--- src/rtl/qr_payload_amount_insert_crc_core_macros.svh ---
// Assertion helpers for the RTL core.
`ifndef QR_PAYLOAD_AMOUNT_INSERT_CRC_CORE_MACROS_SVH
`define QR_PAYLOAD_AMOUNT_INSERT_CRC_CORE_MACROS_SVH

// Same-cycle implication, disabled in reset.
`define QPAIC_ASSERT_NOW(label, clk, rstn, ante, cons) \
    label: assert property (@(posedge clk) disable iff (!(rstn)) (ante) |-> (cons)) \
        else $error("qpaic assertion failed");

// Next-cycle implication, disabled in reset.
`define QPAIC_ASSERT_NEXT(label, clk, rstn, ante, cons) \
    label: assert property (@(posedge clk) disable iff (!(rstn)) (ante) |=> (cons)) \
        else $error("qpaic assertion failed");

`endif

--- src/rtl/qpaic_pkg.sv ---
package qpaic_pkg;

    localparam int PRICE_W          = 34;
    localparam int MAX_PRICE_DIGITS = 10;
    // 2^34 - 1 needs at most 11 decimal digits
    localparam int BCD_DIGITS = (MAX_PRICE_DIGITS < 11) ? MAX_PRICE_DIGITS : 11;
    localparam int BCD_W      = 4 * BCD_DIGITS;
    localparam int BIT_CNT_W  = $clog2(PRICE_W + 1);
    localparam int DCNT_W     = $clog2(BCD_DIGITS + 1);
    localparam int IDX_W      = $clog2(BCD_DIGITS + 4);
    localparam int HOLD_DEPTH = 3;

    localparam logic [47:0] CUR_PREFIX = 48'h353330333336;
    localparam logic [7:0]  CUR_FINAL  = 8'h30;
    localparam logic [15:0] CRC_INIT   = 16'hFFFF;
    localparam logic [15:0] CRC_POLY   = 16'h1021;

    localparam logic [7:0] CH_0 = 8'h30;
    localparam logic [7:0] CH_1 = 8'h31;
    localparam logic [7:0] CH_3 = 8'h33;
    localparam logic [7:0] CH_4 = 8'h34;
    localparam logic [7:0] CH_5 = 8'h35;
    localparam logic [7:0] CH_6 = 8'h36;

    function automatic logic [63:0] calc_price_limit();
        logic [63:0] v;
        v = 64'd0;
        for (int i = 0; i < MAX_PRICE_DIGITS; i++) begin
            v = v * 64'd10 + 64'd9;
        end
        return v;
    endfunction

    localparam logic [63:0] PRICE_LIMIT = calc_price_limit();

    typedef enum logic [2:0] {
        ST_IDLE,
        ST_PUSH,
        ST_CONV,
        ST_INS,
        ST_FLUSH,
        ST_TAIL,
        ST_HEX
    } state_t;

    typedef struct packed {
        logic              done;
        logic [DCNT_W-1:0] ndig;
    } bcd_stat_t;

    function automatic logic [15:0] crc_byte(input logic [15:0] crc, input logic [7:0] c);
        logic [15:0] v;
        v = crc ^ {c, 8'h00};
        for (int k = 0; k < 8; k++) begin
            if (v[15]) begin
                v = {v[14:0], 1'b0} ^ CRC_POLY;
            end else begin
                v = {v[14:0], 1'b0};
            end
        end
        return v;
    endfunction

    function automatic logic [7:0] hex_char(input logic [3:0] n);
        logic [7:0] r;
        if (n < 4'd10) begin
            r = CH_0 + {4'd0, n};
        end else begin
            r = 8'h37 + {4'd0, n};
        end
        return r;
    endfunction

    function automatic logic [7:0] tail_char(input logic [1:0] i);
        logic [7:0] r;
        case (i)
            2'd0:    r = CH_6;
            2'd1:    r = CH_3;
            2'd2:    r = CH_0;
            default: r = CH_4;
        endcase
        return r;
    endfunction

endpackage

--- src/rtl/qpaic_bcd.sv ---
module qpaic_bcd
    import qpaic_pkg::*;
(
    input  logic               aclk,
    input  logic               aresetn,
    input  logic               start,
    input  logic [PRICE_W-1:0] price,
    output bcd_stat_t          stat,
    output logic [BCD_W-1:0]   bcd
);

    logic [PRICE_W-1:0]   bin_reg, bin_next;
    logic [BCD_W-1:0]     bcd_reg, bcd_next;
    logic [BIT_CNT_W-1:0] cnt_reg, cnt_next;
    logic [PRICE_W-1:0]   sat_price;
    logic [BCD_W-1:0]     adj;
    logic [DCNT_W-1:0]    ndig;

    assign sat_price = ({{(64-PRICE_W){1'b0}}, price} > PRICE_LIMIT) ?
                       PRICE_LIMIT[PRICE_W-1:0] : price;

    // shift-add-3 step
    always_comb begin
        for (int i = 0; i < BCD_DIGITS; i++) begin
            if (bcd_reg[4*i +: 4] >= 4'd5) begin
                adj[4*i +: 4] = bcd_reg[4*i +: 4] + 4'd3;
            end else begin
                adj[4*i +: 4] = bcd_reg[4*i +: 4];
            end
        end
    end

    always_comb begin
        bin_next = bin_reg;
        bcd_next = bcd_reg;
        cnt_next = cnt_reg;
        if (start) begin
            bin_next = sat_price;
            bcd_next = '0;
            cnt_next = BIT_CNT_W'(PRICE_W);
        end else if (cnt_reg != '0) begin
            bin_next = {bin_reg[PRICE_W-2:0], 1'b0};
            bcd_next = {adj[BCD_W-2:0], bin_reg[PRICE_W-1]};
            cnt_next = cnt_reg - 1'b1;
        end
    end

    always_comb begin
        ndig = DCNT_W'(1);
        for (int i = 0; i < BCD_DIGITS; i++) begin
            if (bcd_reg[4*i +: 4] != 4'd0) begin
                ndig = DCNT_W'(i + 1);
            end
        end
    end

    always_ff @(posedge aclk) begin
        if (!aresetn) begin
            cnt_reg <= '0;
        end else begin
            cnt_reg <= cnt_next;
        end
    end

    always_ff @(posedge aclk) begin
        bin_reg <= bin_next;
        bcd_reg <= bcd_next;
    end

    assign stat.done = (cnt_reg == '0);
    assign stat.ndig = ndig;
    assign bcd       = bcd_reg;

endmodule

--- src/rtl/qr_payload_amount_insert_crc_core.sv ---
// Payload rewriter: inserts the amount tag after the first currency tag
// "5303360", cuts the stream at the first "6304" and appends "6304" plus
// four uppercase hex digits of CRC-16/CCITT-FALSE.
// Input channel s_*: one character per beat, s_in_last on the final one.
// Output channel m_*: one character per beat; m_out_last marks the last CRC
// digit, where m_status is 1 if no currency tag was seen.
// cfg_wr_en/cfg_wr_data set the price; write it only while idle.
// The beat that completes the currency tag also runs the binary to BCD
// converter, which shifts in each of the 34 price bits, and then emits
// 4 + digits amount characters, one per cycle when the output is not
// stalled. The final beat adds a flush of the hold buffer (up to 3
// characters), the 4 tag characters and the 4 CRC digits.
// s_ready is high only while the sequencer is idle.
// A single output register holds each result; when it is full and m_ready
// is low the sequencer stalls; a running BCD conversion and input in idle carry on.
// Reset (synchronous, aresetn low) clears price, match window, hold state
// and sets the CRC to 0xFFFF; no clearing pass is needed.
module qr_payload_amount_insert_crc_core
    import qpaic_pkg::*;
(
    input  logic               aclk,
    input  logic               aresetn,
    input  logic               cfg_wr_en,
    input  logic [PRICE_W-1:0] cfg_wr_data,
    input  logic               s_valid,
    output logic               s_ready,
    input  logic [7:0]         s_in_char,
    input  logic               s_in_last,
    output logic               m_valid,
    input  logic               m_ready,
    output logic [7:0]         m_out_char,
    output logic               m_out_last,
    output logic               m_status
);

`include "qr_payload_amount_insert_crc_core_macros.svh"

    state_t state_reg, state_next;

    logic [PRICE_W-1:0] price_reg, price_next;
    logic [47:0]        window_reg, window_next;
    logic               cur_seen_reg, cur_seen_next;
    logic               trunc_reg, trunc_next;
    logic [1:0]         hcnt_reg, hcnt_next;
    logic [7:0]         hold_reg [HOLD_DEPTH];
    logic [7:0]         hold_next [HOLD_DEPTH];
    logic [15:0]        crc_reg, crc_next;
    logic [IDX_W-1:0]   idx_reg, idx_next;
    logic [7:0]         char_reg, char_next;
    logic               last_reg, last_next;
    logic               hit_reg, hit_next;
    logic               out_valid_reg, out_valid_next;
    logic [7:0]         out_char_reg, out_char_next;
    logic               out_last_reg, out_last_next;
    logic               status_reg, status_next;

    logic               in_acc, adv, hit;
    logic               push_en, push_send;
    logic [7:0]         push_char;
    logic [7:0]         ph_next [HOLD_DEPTH];
    logic [1:0]         ph_cnt;
    logic               ph_trunc;
    logic               send_en, put_en, put_last, end_pkt;
    logic [7:0]         send_char, put_char;
    logic               bcd_start;
    bcd_stat_t          bcd_stat;
    logic [BCD_W-1:0]   bcd;
    logic [IDX_W-1:0]   ins_end, dpos;
    logic [7:0]         ins_char, dig_char;
    logic [DCNT_W-1:0]  ones;

    qpaic_bcd u_bcd (
        .aclk    (aclk),
        .aresetn (aresetn),
        .start   (bcd_start),
        .price   (price_reg),
        .stat    (bcd_stat),
        .bcd     (bcd)
    );

    assign s_ready = (state_reg == ST_IDLE);
    assign in_acc  = s_valid && s_ready;
    assign adv     = !out_valid_reg || m_ready;
    assign hit     = !cur_seen_reg && (window_reg == CUR_PREFIX) && (s_in_char == CUR_FINAL);

    // amount characters: "54", two length digits, then digits MSB first
    assign ins_end = IDX_W'(bcd_stat.ndig) + IDX_W'(3);
    assign dpos    = ins_end - idx_reg;
    assign ones    = (bcd_stat.ndig >= DCNT_W'(10)) ? bcd_stat.ndig - DCNT_W'(10)
                                                    : bcd_stat.ndig;

    always_comb begin
        dig_char = CH_0;
        for (int i = 0; i < BCD_DIGITS; i++) begin
            if (dpos == IDX_W'(i)) begin
                dig_char = CH_0 + {4'd0, bcd[4*i +: 4]};
            end
        end
    end

    always_comb begin
        case (idx_reg)
            IDX_W'(0): ins_char = CH_5;
            IDX_W'(1): ins_char = CH_4;
            IDX_W'(2): ins_char = (bcd_stat.ndig >= DCNT_W'(10)) ? CH_1 : CH_0;
            IDX_W'(3): ins_char = CH_0 + 8'(ones);
            default:   ins_char = dig_char;
        endcase
    end

    // hold-back buffer with "6304" cut
    always_comb begin
        ph_next   = hold_reg;
        ph_cnt    = hcnt_reg;
        ph_trunc  = trunc_reg;
        push_send = 1'b0;
        if (push_en && !trunc_reg) begin
            if (hcnt_reg == 2'(HOLD_DEPTH)) begin
                if (hold_reg[0] == CH_6 && hold_reg[1] == CH_3 &&
                    hold_reg[2] == CH_0 && push_char == CH_4) begin
                    ph_trunc = 1'b1;
                    ph_cnt   = 2'd0;
                end else begin
                    push_send  = 1'b1;
                    ph_next[0] = hold_reg[1];
                    ph_next[1] = hold_reg[2];
                    ph_next[2] = push_char;
                end
            end else begin
                ph_next[hcnt_reg] = push_char;
                ph_cnt            = hcnt_reg + 2'd1;
            end
        end
    end

    // next state
    always_comb begin
        state_next = state_reg;
        case (state_reg)
            ST_IDLE: begin
                if (in_acc) state_next = ST_PUSH;
            end
            ST_PUSH: begin
                if (adv) begin
                    if (hit_reg)       state_next = ST_CONV;
                    else if (last_reg) state_next = ST_FLUSH;
                    else               state_next = ST_IDLE;
                end
            end
            ST_CONV: begin
                if (bcd_stat.done) state_next = ST_INS;
            end
            ST_INS: begin
                if (adv && idx_reg == ins_end) begin
                    state_next = last_reg ? ST_FLUSH : ST_IDLE;
                end
            end
            ST_FLUSH: begin
                if (adv && hcnt_reg == 2'd0) state_next = ST_TAIL;
            end
            ST_TAIL: begin
                if (adv && idx_reg == IDX_W'(3)) state_next = ST_HEX;
            end
            ST_HEX: begin
                if (adv && idx_reg == IDX_W'(3)) state_next = ST_IDLE;
            end
            default: state_next = ST_IDLE;
        endcase
    end

    // datapath
    always_comb begin
        push_en   = 1'b0;
        push_char = char_reg;
        send_en   = 1'b0;
        send_char = hold_reg[0];
        put_en    = 1'b0;
        put_char  = hex_char(crc_reg[15:12]);
        put_last  = 1'b0;
        end_pkt   = 1'b0;
        bcd_start = 1'b0;
        idx_next  = idx_reg;

        price_next    = cfg_wr_en ? cfg_wr_data : price_reg;
        window_next   = window_reg;
        cur_seen_next = cur_seen_reg;
        char_next     = char_reg;
        last_next     = last_reg;
        hit_next      = hit_reg;

        if (in_acc) begin
            char_next     = s_in_char;
            last_next     = s_in_last;
            hit_next      = hit;
            window_next   = {window_reg[39:0], s_in_char};
            cur_seen_next = cur_seen_reg || hit;
        end

        case (state_reg)
            ST_PUSH: begin
                if (adv) begin
                    push_en   = 1'b1;
                    bcd_start = hit_reg;
                end
            end
            ST_INS: begin
                if (adv) begin
                    push_en   = 1'b1;
                    push_char = ins_char;
                    idx_next  = (idx_reg == ins_end) ? '0 : idx_reg + 1'b1;
                end
            end
            ST_FLUSH: begin
                if (adv && hcnt_reg != 2'd0) send_en = 1'b1;
            end
            ST_TAIL: begin
                if (adv) begin
                    send_en   = 1'b1;
                    send_char = tail_char(idx_reg[1:0]);
                    idx_next  = (idx_reg == IDX_W'(3)) ? '0 : idx_reg + 1'b1;
                end
            end
            ST_HEX: begin
                if (adv) begin
                    put_en   = 1'b1;
                    put_char = hex_char(crc_reg[4*(3-idx_reg[1:0]) +: 4]);
                    if (idx_reg == IDX_W'(3)) begin
                        put_last = 1'b1;
                        end_pkt  = 1'b1;
                        idx_next = '0;
                    end else begin
                        idx_next = idx_reg + 1'b1;
                    end
                end
            end
            default: ;
        endcase

        hold_next  = ph_next;
        hcnt_next  = ph_cnt;
        trunc_next = ph_trunc;
        if (send_en && state_reg == ST_FLUSH) begin
            hold_next[0] = hold_reg[1];
            hold_next[1] = hold_reg[2];
            hcnt_next    = hcnt_reg - 2'd1;
        end

        out_valid_next = out_valid_reg && !m_ready;
        out_char_next  = out_char_reg;
        out_last_next  = out_last_reg;
        status_next    = status_reg;
        crc_next       = crc_reg;
        if (push_send || send_en) begin
            out_valid_next = 1'b1;
            out_char_next  = push_send ? hold_reg[0] : send_char;
            out_last_next  = 1'b0;
            status_next    = 1'b0;
            crc_next       = crc_byte(crc_reg, push_send ? hold_reg[0] : send_char);
        end else if (put_en) begin
            out_valid_next = 1'b1;
            out_char_next  = put_char;
            out_last_next  = put_last;
            status_next    = put_last && !cur_seen_reg;
        end

        if (end_pkt) begin
            crc_next      = CRC_INIT;
            trunc_next    = 1'b0;
            hcnt_next     = 2'd0;
            cur_seen_next = 1'b0;
            window_next   = '0;
        end
    end

    always_ff @(posedge aclk) begin
        if (!aresetn) begin
            state_reg     <= ST_IDLE;
            price_reg     <= '0;
            window_reg    <= '0;
            cur_seen_reg  <= 1'b0;
            trunc_reg     <= 1'b0;
            hcnt_reg      <= 2'd0;
            crc_reg       <= CRC_INIT;
            idx_reg       <= '0;
            last_reg      <= 1'b0;
            hit_reg       <= 1'b0;
            out_valid_reg <= 1'b0;
        end else begin
            state_reg     <= state_next;
            price_reg     <= price_next;
            window_reg    <= window_next;
            cur_seen_reg  <= cur_seen_next;
            trunc_reg     <= trunc_next;
            hcnt_reg      <= hcnt_next;
            crc_reg       <= crc_next;
            idx_reg       <= idx_next;
            last_reg      <= last_next;
            hit_reg       <= hit_next;
            out_valid_reg <= out_valid_next;
        end
    end

    always_ff @(posedge aclk) begin
        hold_reg     <= hold_next;
        char_reg     <= char_next;
        out_char_reg <= out_char_next;
        out_last_reg <= out_last_next;
        status_reg   <= status_next;
    end

    assign m_valid    = out_valid_reg;
    assign m_out_char = out_char_reg;
    assign m_out_last = out_last_reg;
    assign m_status   = status_reg;

    `QPAIC_ASSERT_NOW(a_trunc_empty, aclk, aresetn, trunc_reg, hcnt_reg == 2'd0)
    `QPAIC_ASSERT_NEXT(a_stall_crc, aclk, aresetn, out_valid_reg && !m_ready, $stable(crc_reg))
    `QPAIC_ASSERT_NOW(a_ins_bcd_done, aclk, aresetn, state_reg == ST_INS, bcd_stat.done)
    `QPAIC_ASSERT_NEXT(a_end_clean, aclk, aresetn, end_pkt,
        crc_reg == CRC_INIT && !cur_seen_reg && state_reg == ST_IDLE && m_out_last)

endmodule

--- config.mk ---
export PLATFORM = sky130hd
export DESIGN_NAME = qr_payload_amount_insert_crc_core
export DESIGN_NICKNAME = d
export VERILOG_FILES = /design/src/rtl/qpaic_pkg.sv /design/src/rtl/qpaic_bcd.sv /design/src/rtl/qr_payload_amount_insert_crc_core.sv
export VERILOG_INCLUDE_DIRS = /design/src /design/src/rtl
export SDC_FILE = /design/constraint.sdc
export NUM_CORES = 1
export LEC_CHECK = 0
export BUFFER_PORTS_ARGS = -buffer_cell sky130_fd_sc_hd__buf_2
export CORE_ASPECT_RATIO = 0.75
export CORE_MARGIN = 3
export CORE_UTILIZATION = 67
export DETAILED_ROUTE_END_ITERATION = 16
export PLACE_DENSITY = 0.86
export SLEW_MARGIN = 10
export SYNTH_ARGS = -nofsm -noshare
export SYNTH_HDL_FRONTEND = slang
export SYNTH_HIERARCHICAL = 1
export SYNTH_SLANG_ARGS = --single-unit
export TNS_END_PERCENT = 1
--- constraint.sdc ---
create_clock -name aclk -period 10.3 [get_ports aclk]
set_input_delay 1.03 -clock aclk [delete_from_list [all_inputs] [get_ports aclk]]
set_output_delay 1.03 -clock aclk [all_outputs]
set_load 0.02 [all_outputs]
After elaboration in Yosys (flattened, before gate mapping) --
Cells that the tools add are included.
Word-level totals: register bits 234, output and inout port bits 12, logic and storage cells 281
Operators by class: $add $sub $neg 33, magnitude comparators 16, eq/ne operators 40, shift-type cells 1, multiplexer cells 105, bitwise gates (word level) 11, reduce and logical (&&, ||, !) cells 53
Operator list (count):
- $mux W8 | 19
- $mux W16 | 8
- $add A6 B4 Y7 const A | 15
- $mux W13 | 8
- $mux W34 | 3
- $mux W24 | 3
- $mux W4 | 17
- $eq A48 B46 Y1 const B | 1
- $mux W3 | 14
- $add A4 B2 Y4 const B | 10
- $eq A8 B6 Y1 const B | 5
- $ge A4 B3 Y1 const B | 10
- $reduce_bool A4 Y1 | 9
- $gt A34 B34 Y1 const B | 1
- $shiftx A16 B33 Y4 | 1
- $pmux W8 S4 | 1
- $bwmux W24 | 1
- $not A3 Y3 | 8
- $mux W7 | 3
- $pmux W3 S7 | 1
- $demux W8 S2 | 1
- $eq A4 B2 Y1 const B | 4
- $eq A4 B3 Y1 const B | 4
- $ne A2 B2 Y1 const B | 8
- 45 further kinds | 104

Depth between registers and ports, before layout --
Gate-level depths: netlist (run 1).
word-level depth 56, mapped depth 22

By module --
Netlist (run 1), hierarchy kept.
Modules (own cells, without submodules):
- qr_payload_amount_insert_crc_core | instances 1, cells an instance 842, area an instance 7706.1 µm², sequential area each 3483.3 µm²
- qpaic_bcd | instances 1, cells an instance 487, area an instance 4251.6 µm², sequential area each 1941.9 µm²

Worst setup path after synthesis (run 1) --
OpenSTA, ideal clock, no wires.
kind register to register, from register u_bcd.bcd_reg[32] (netlist: u_bcd/bcd[32]), to register hold_reg[10] in the netlist's numbering, enable pin, setup time 375 ps, data arrival time 4607 ps, data required time 9925 ps, slack 5317 ps, cell stages (with the launch flop) 18, path buffers 0, clock period less this slack 4983 ps, path through dfxtp_1 > inv_1 > ha_1 > nor3b_1 > nand2_1 > o21ai_0 > inv_1 > ha_1 > inv_1 > fa_1 > xnor2_2 > mux4_2 > mux2_2 > o32ai_2 > a221oi_2 > nand4_2 > o21ai_0 > a21oi_1
RTL lines:
- start, declared | line qpaic_bcd.sv:13 | logic [BCD_W-1:0] bcd_reg, bcd_next;
- start signal, assigned | line qpaic_bcd.sv:67 | bcd_reg <= bcd_next;
- end signal, assigned | line qr_payload_amount_insert_crc_core.sv:304 | hold_reg <= hold_next;
- end, declared | line qr_payload_amount_insert_crc_core.sv:45 | logic [7:0] hold_reg [HOLD_DEPTH];

==> impl_metrics.toml, run 1 <==
[cells_and_area]
area_delta_synth_final_pct = 8.86
layout_common_cells = "nand2_1 (205), nor2_1 (171), dfxtp_1 (160), a21oi_1 (128)"
drive_gt1_frac = 0.0993
register_area_mm2 = 0.00543
diodes = 0
final_common_cell = "nand2_1"
multiInputGateArea_mm2 = 0.00600
fillers = 1233
largest_reg_flops = 48
nets = 1440

[global_route]
antenna_found_initial = 0
groute.layer.met3.usage = 0.0547
grt_util_met1 = 0.412
overflow = 0
grt_pass1_wl_mm = 44.2
grt_start_max_net_pins = 93
grtUsageMet2 = 0.409
busiest_layer = "met1"
first_global_vias = 8760
grtUsageTotal = 0.272

[yosys]
avgSynthCellArea_um2 = 9.00
syn_nets = 1417
ys_top_cells_by_area = "dfxtp_1 (27%), edfxtp_1 (19%), nand2_1 (6.4%), mux2i_1 (6.2%), nor2_1 (5.4%)"
netlist_instances = 1329
ys_warn_count = 6
ys_seq_area_frac = 0.454
synth-edff-count = 74
yosys_most_used_dff = "dfxtp_1"
ys_ff_latch = 234
synthArstFlopShare = 0
yosysUniqueCellTypes = 82
yosys.area.top_type = "dfxtp_1"
synth.cell_area_mm2 = 0.0120
synth_top_area_share = 0.268

[sta]
tightest_slew_ps = 1100
relSlewSlack = 0.263
fin_setup_tns_ps = 0
setup_viol = 0
slew_violations = 0
fin_crit_sh = 0.652
hold_violations = 0
max_clock_freq_mhz = 149
layout_min_cycle_time_ps = 6710
rsz0062_at_grt = "false"
fin_skew_ps = 9.02

[die]
die_w_um = 160
core_area_mm2 = 0.0171
dieArea_mm2 = 0.0195
start_util = 0.698
rows = 41
io_pins = 60
fp.dieH_um = 122

[pwr]
p_total_mw = 3.77
power_density_mw_per_mm2 = 290
leakagePower_nw = 5.11
peakVddDrop_mv = 0.179

[status]
outcome = "complete, no violations"

[clock_network]
clock_sinks = 234
htree_levels = 1
cts_resized = 0
post-cts-setup-buffer-count = 0
tritoncts = "built"
cts_buffers = 23
root_buffer = "clkbuf_16"
cts_hold_buffers = 0
cts.clk_slew.worst_paths_ps = 60
clk_path_buf_depth = 3
clock_latency_ps = 530

[critical_path]
cpMostUsedCell = "inv_1"
crit_fanout = 28
endpoint_kind = "flip-flop"
critical_path.top_delay_family = "compound AO/OA/AOI/OAI gates"
ff2ff_setup_slack_ps = 3590
crit_type = "flip-flop to flip-flop"
path_buf_inv = 3
cp-start-kind = "flip-flop"
cp_slowest_stage_delay_ps = 1060
cp.arrival_ps = 6880
crit_chain = "inv_1 > ha_1 > nor3b_1 > nand2_1 > o21ai_0 > inv_1 > ha_1 > inv_1 > fa_1 > mux4_2 > mux2i_1 > o221ai_1 > o211ai_2 > nand4_2 > a21oi_4 > nand2_1"
critical_path_required_ps = 10470
cp_slowest_cell = "fa_1"

[detailed_routing]
drt_iter0_drc = 1222
vias = 9641
drtPass1Iterations = 5
viasPerCell = 6.01
wl_per_cell_um = 16.7
route.detailed.drc = 0
wirelength_mm = 26.9
postRouteAntennaNets = 0

[placed_design]
place_hpwl_mm = 18.2
gp_congestion = 0.947
io_buffers = 59

[flow_run]
max-cap-violations = 0

[min_path]
hold_path_class = "flip-flop to flip-flop"
[power breakdown]
part	leakage (nW)	internal (mW)	switching [mW]
Sequential	2.04	1.25	0.197
Combinational	2.71	0.590	0.914
Clock	0.361	0.462	0.357
Total	5.11	2.30	1.47
[routing by layer]
layer	routed length [um]	share of wire
met2	11900	0.44
met5	0	0
met4	429	0.016
met1	12100	0.45
met3	2450	0.091
[cell families after synthesis]
logic type      count (synthesis)  synth area share
xor+xnor                       56            0.0454
flops                         234             0.454
fa+ha+maj                      40            0.0425
mux                            90            0.0836
buf+inv                       126            0.0462
simple gates                  517             0.195
compound gates                266             0.133
[synthesized netlist by cell type (all sizes together), types with 6 or more instances]
cell	n
a211oi	6
a21oi	129
a22o	6
a31oi	18
and2	12
buf	15
clkbuf	53
dfxtp	160
edfxtp	74
ha	39
inv	55
mux2	9
mux2i	74
mux4	7
nand2	205
nand2b	19
nand3	20
nand4	9
nor2	171
nor2b	7
nor3	21
nor3b	10
nor4	12
nor4b	7
o21ai	62
o2bb2ai	9
xnor2	35
xor2	21
[worst register-to-register path, stage by stage (launching register included)]
cell and delay [ps]:
dfxtp_1 370, inv_1 80, ha_1 200, nor3b_1 530, nand2_1 90, o21ai_0 520, inv_1 230, ha_1 340
inv_1 60, fa_1 1060, mux4_2 620, mux2i_1 180, o221ai_1 160, o211ai_2 310, nand4_2 230, a21oi_4 900
nand2_1 450
[layout make-up]
type | count | area share
tap | 236 | 0.0227
sequential | 234 | 0.417
multi-input combinational | 969 | 0.461
clock buffer | 32 | 0.0491
inverter | 58 | 0.0171
timing repair buffer | 66 | 0.0267
clock inverter | 10 | 0.00673
[worst paths after layout]
path | end | startpoint | cells after the start
worst max register to register | m_out_char[0]$_DFFE_PP_ | u_bcd/bcd[32]$_SDFFE_PP0N_ | 16
worst max-delay path | m_out_char[0]$_DFFE_PP_ | u_bcd/bcd[32]$_SDFFE_PP0N_ | 16
worst min register to register | window_reg[47]$_SDFFE_PP0P_ | window_reg[47]$_SDFFE_PP0P_ | 2
worst min-delay path | window_reg[47]$_SDFFE_PP0P_ | window_reg[47]$_SDFFE_PP0P_ | 2
[stage by stage]
stage | setup WS [ps] | cells | instance area (um2) | util | hold WS (ps)
after floorplan | 5320 | 1329 | 12000 | - | 431
after global placement | 3970 | 1563 | 12300 | 0.717 | 441
after detailed placement | 3740 | 1563 | 12300 | 0.717 | 449
after CTS | 3710 | 1605 | 13000 | 0.760 | 457
after global routing | 3120 | 1605 | 13000 | 0.760 | 477
final | 3590 | 1605 | 13000 | 0.760 | 454
No activity file was read; power rests on OpenSTA's default activity.
==> run 2: changes to the inputs <==
--- a/config.mk
+++ b/config.mk
@@ -9,9 +9,9 @@
 export BUFFER_PORTS_ARGS = -buffer_cell sky130_fd_sc_hd__buf_2
 export CORE_ASPECT_RATIO = 0.75
 export CORE_MARGIN = 3
-export CORE_UTILIZATION = 67
+export CORE_UTILIZATION = 56
 export DETAILED_ROUTE_END_ITERATION = 16
-export PLACE_DENSITY = 0.86
+export PLACE_DENSITY = 0.77
 export SLEW_MARGIN = 10
 export SYNTH_ARGS = -nofsm -noshare
 export SYNTH_HDL_FRONTEND = slang
==> constraint.sdc (replaced) <==
create_clock -name aclk -period 5.7 [get_ports aclk]
set_input_delay 0.57 -clock aclk [delete_from_list [all_inputs] [get_ports aclk]]
set_output_delay 0.57 -clock aclk [all_outputs]
set_load 0.02 [all_outputs]
==> run 2 against run 1 <==
Effect of this change: final area is 1.8% higher; power rose by 84%; cell count increased by 3.7%; core utilization down 12 points; critical endpoint is now hold_reg[19]$_DFFE_PP_; count of clock-buffer cells in the layout is 6 higher; clock power is 92% higher; register-to-register slack lost 3200 ps; clock skew hardly changed; worst hold slack worse by 210 ps; global-route usage down 4.8 points; sequential share of layout area down 0.72 points.
==> impl_metrics.toml, run 2 (synthesized netlist as in run 1, its figures left out) <==
[status]
outcome = "complete, no violations"

[sta]
tightest_slew_ps = 1120
fin_ws_ps = 426
fin_setup_tns_ps = 0
layout_min_cycle_time_ps = 5270
rsz0062_at_grt = "false"
fin_skew_ps = 9.18
setup_viol = 0
slew_violations = 0
relSlewSlack = 0.246
max_clock_freq_mhz = 190
fin_crit_sh = 0.925
hold_violations = 0

[placed_design]
io_buffers = 59
dp_slack_ps = 234
place_area_mm2 = 0.0124
place_hpwl_mm = 18.2
gp_congestion = 0.924

[critical_path]
path_depth = 18
crit_fanout = 8
cp.arrival_ps = 5510
critical_path.top_delay_family = "compound AO/OA/AOI/OAI gates"
reg2regPathDepth = 18
endpoint_kind = "flip-flop"
cpMostUsedCell = "inv_1"
critical_path_required_ps = 5940
crit_type = "flip-flop to flip-flop"
path_buf_inv = 4
cp_slowest_stage_delay_ps = 560
cp_slowest_cell = "mux4_2"
cp-start-kind = "flip-flop"
crit_chain = "inv_1 > ha_1 > nor3b_1 > o21ai_0 > a31oi_1 > inv_1 > ha_1 > inv_1 > fa_1 > xnor2_2 > mux4_2 > mux2_2 > o32ai_2 > a221oi_2 > nand4_2 > o21ai_0 > a21oi_1 > buf_4"

[cells_and_area]
drive_gt1_frac = 0.109
nets = 1453
layout_common_cells = "nand2_1 (205), nor2_1 (171), dfxtp_1 (160), a21oi_1 (128)"
multiInputGateArea_mm2 = 0.00601
area_delta_synth_final_pct = 10.8
fillers = 1745
largest_reg_flops = 48
final_area_mm2 = 0.0132
register_area_mm2 = 0.00543
final_common_cell = "nand2_1"
diodes = 0

[pwr]
power_frac_comb = 0.396
p_total_mw = 6.94
power.switching_mw = 2.65
switching_share = 0.382
clkPwrFrac = 0.226
peakVddDrop_mv = 0.316
internal_power_mw = 4.28
power_frac_seq = 0.378
leakagePower_nw = 5.20
power_density_mw_per_mm2 = 523

[clock_network]
tritoncts = "built"
root_buffer = "clkbuf_16"
cts_resized = 0
cts_hold_buffers = 0
htree_levels = 1
cts_buffers = 24
clock_sinks = 234
post-cts-setup-buffer-count = 0
cts.clk_slew.worst_paths_ps = 60
clock_latency_ps = 540
clk_path_buf_depth = 3

[die]
core_area_mm2 = 0.0206
io_pins = 60
fp.dieH_um = 133
die_w_um = 175
rows = 45
dieArea_mm2 = 0.0232
start_util = 0.580

[global_route]
antenna_found_initial = 0
grt_start_max_net_pins = 92
grtUsageTotal = 0.224
grt_pass1_wl_mm = 43.7
first_global_vias = 8617
overflow = 0

[flow_run]
max-cap-violations = 0

[min_path]
hold_path_class = "input pin to flip-flop"
hold_path_depth = 1

[detailed_routing]
wirelength_mm = 26.4
viasPerCell = 5.73
postRouteAntennaNets = 0
drt_iter0_drc = 1042
wl_per_cell_um = 15.9
drtPass1Iterations = 6
route.detailed.drc = 0
vias = 9547
-- run 2: area by class of cell --
type                    count  area share
clock buffers              38      0.0540
repair buffers             78      0.0331
flip-flops and latches    234       0.410
well taps                 282      0.0266
clock inverters             6     0.00633
multi-input cells         969       0.454
inverters                  58      0.0168
-- run 2: routing by layer --
| layer | up-vias | share of wire | GRT usage |
|---|---|---|---|
| met5 | - | 0 | 0 |
| met2 | 349 | 0.41 | 0.312 |
| met3 | 44 | 0.084 | 0.0505 |
| li1 | 4682 | - | - |
| met1 | 4472 | 0.49 | 0.353 |
| met4 | 0 | 0.017 | 0.0478 |
-- run 2: per-stage QoR --
stage                     hold WS [ps]  cells   util
final                              242   1665  0.643
after global routing               236   1665  0.643
after CTS                          229   1665  0.642
after detailed placement           442   1621  0.604
after global placement             439   1621  0.604
after floorplan                    431   1329      -
-- run 2: power by group through the flow --
| stage | Clock, mW | Sequential, mW | Combinational, mW |
|---|---|---|---|
| finish | 1.57 | 2.62 | 2.75 |
| global route | 1.66 | 2.68 | 3.07 |
| CTS | 1.60 | 2.61 | 2.72 |
| detailed placement | 0 | 2.63 | 2.70 |
| global placement | 0 | 2.62 | 2.61 |
| floorplan | 0 | 2.50 | 2.21 |
-- run 2: final timing paths --
kind,start,endpoint,slack (ps)
setup reg to reg,u_bcd/bcd[21]$_SDFFE_PP0N_,hold_reg[19]$_DFFE_PP_,430
setup / recovery,u_bcd/bcd[21]$_SDFFE_PP0N_,hold_reg[19]$_DFFE_PP_,430
hold / removal,s_in_char[1],char_reg[1]$_DFFE_PP_,240
hold reg to reg,window_reg[41]$_SDFFE_PP0P_,window_reg[41]$_SDFFE_PP0P_,450
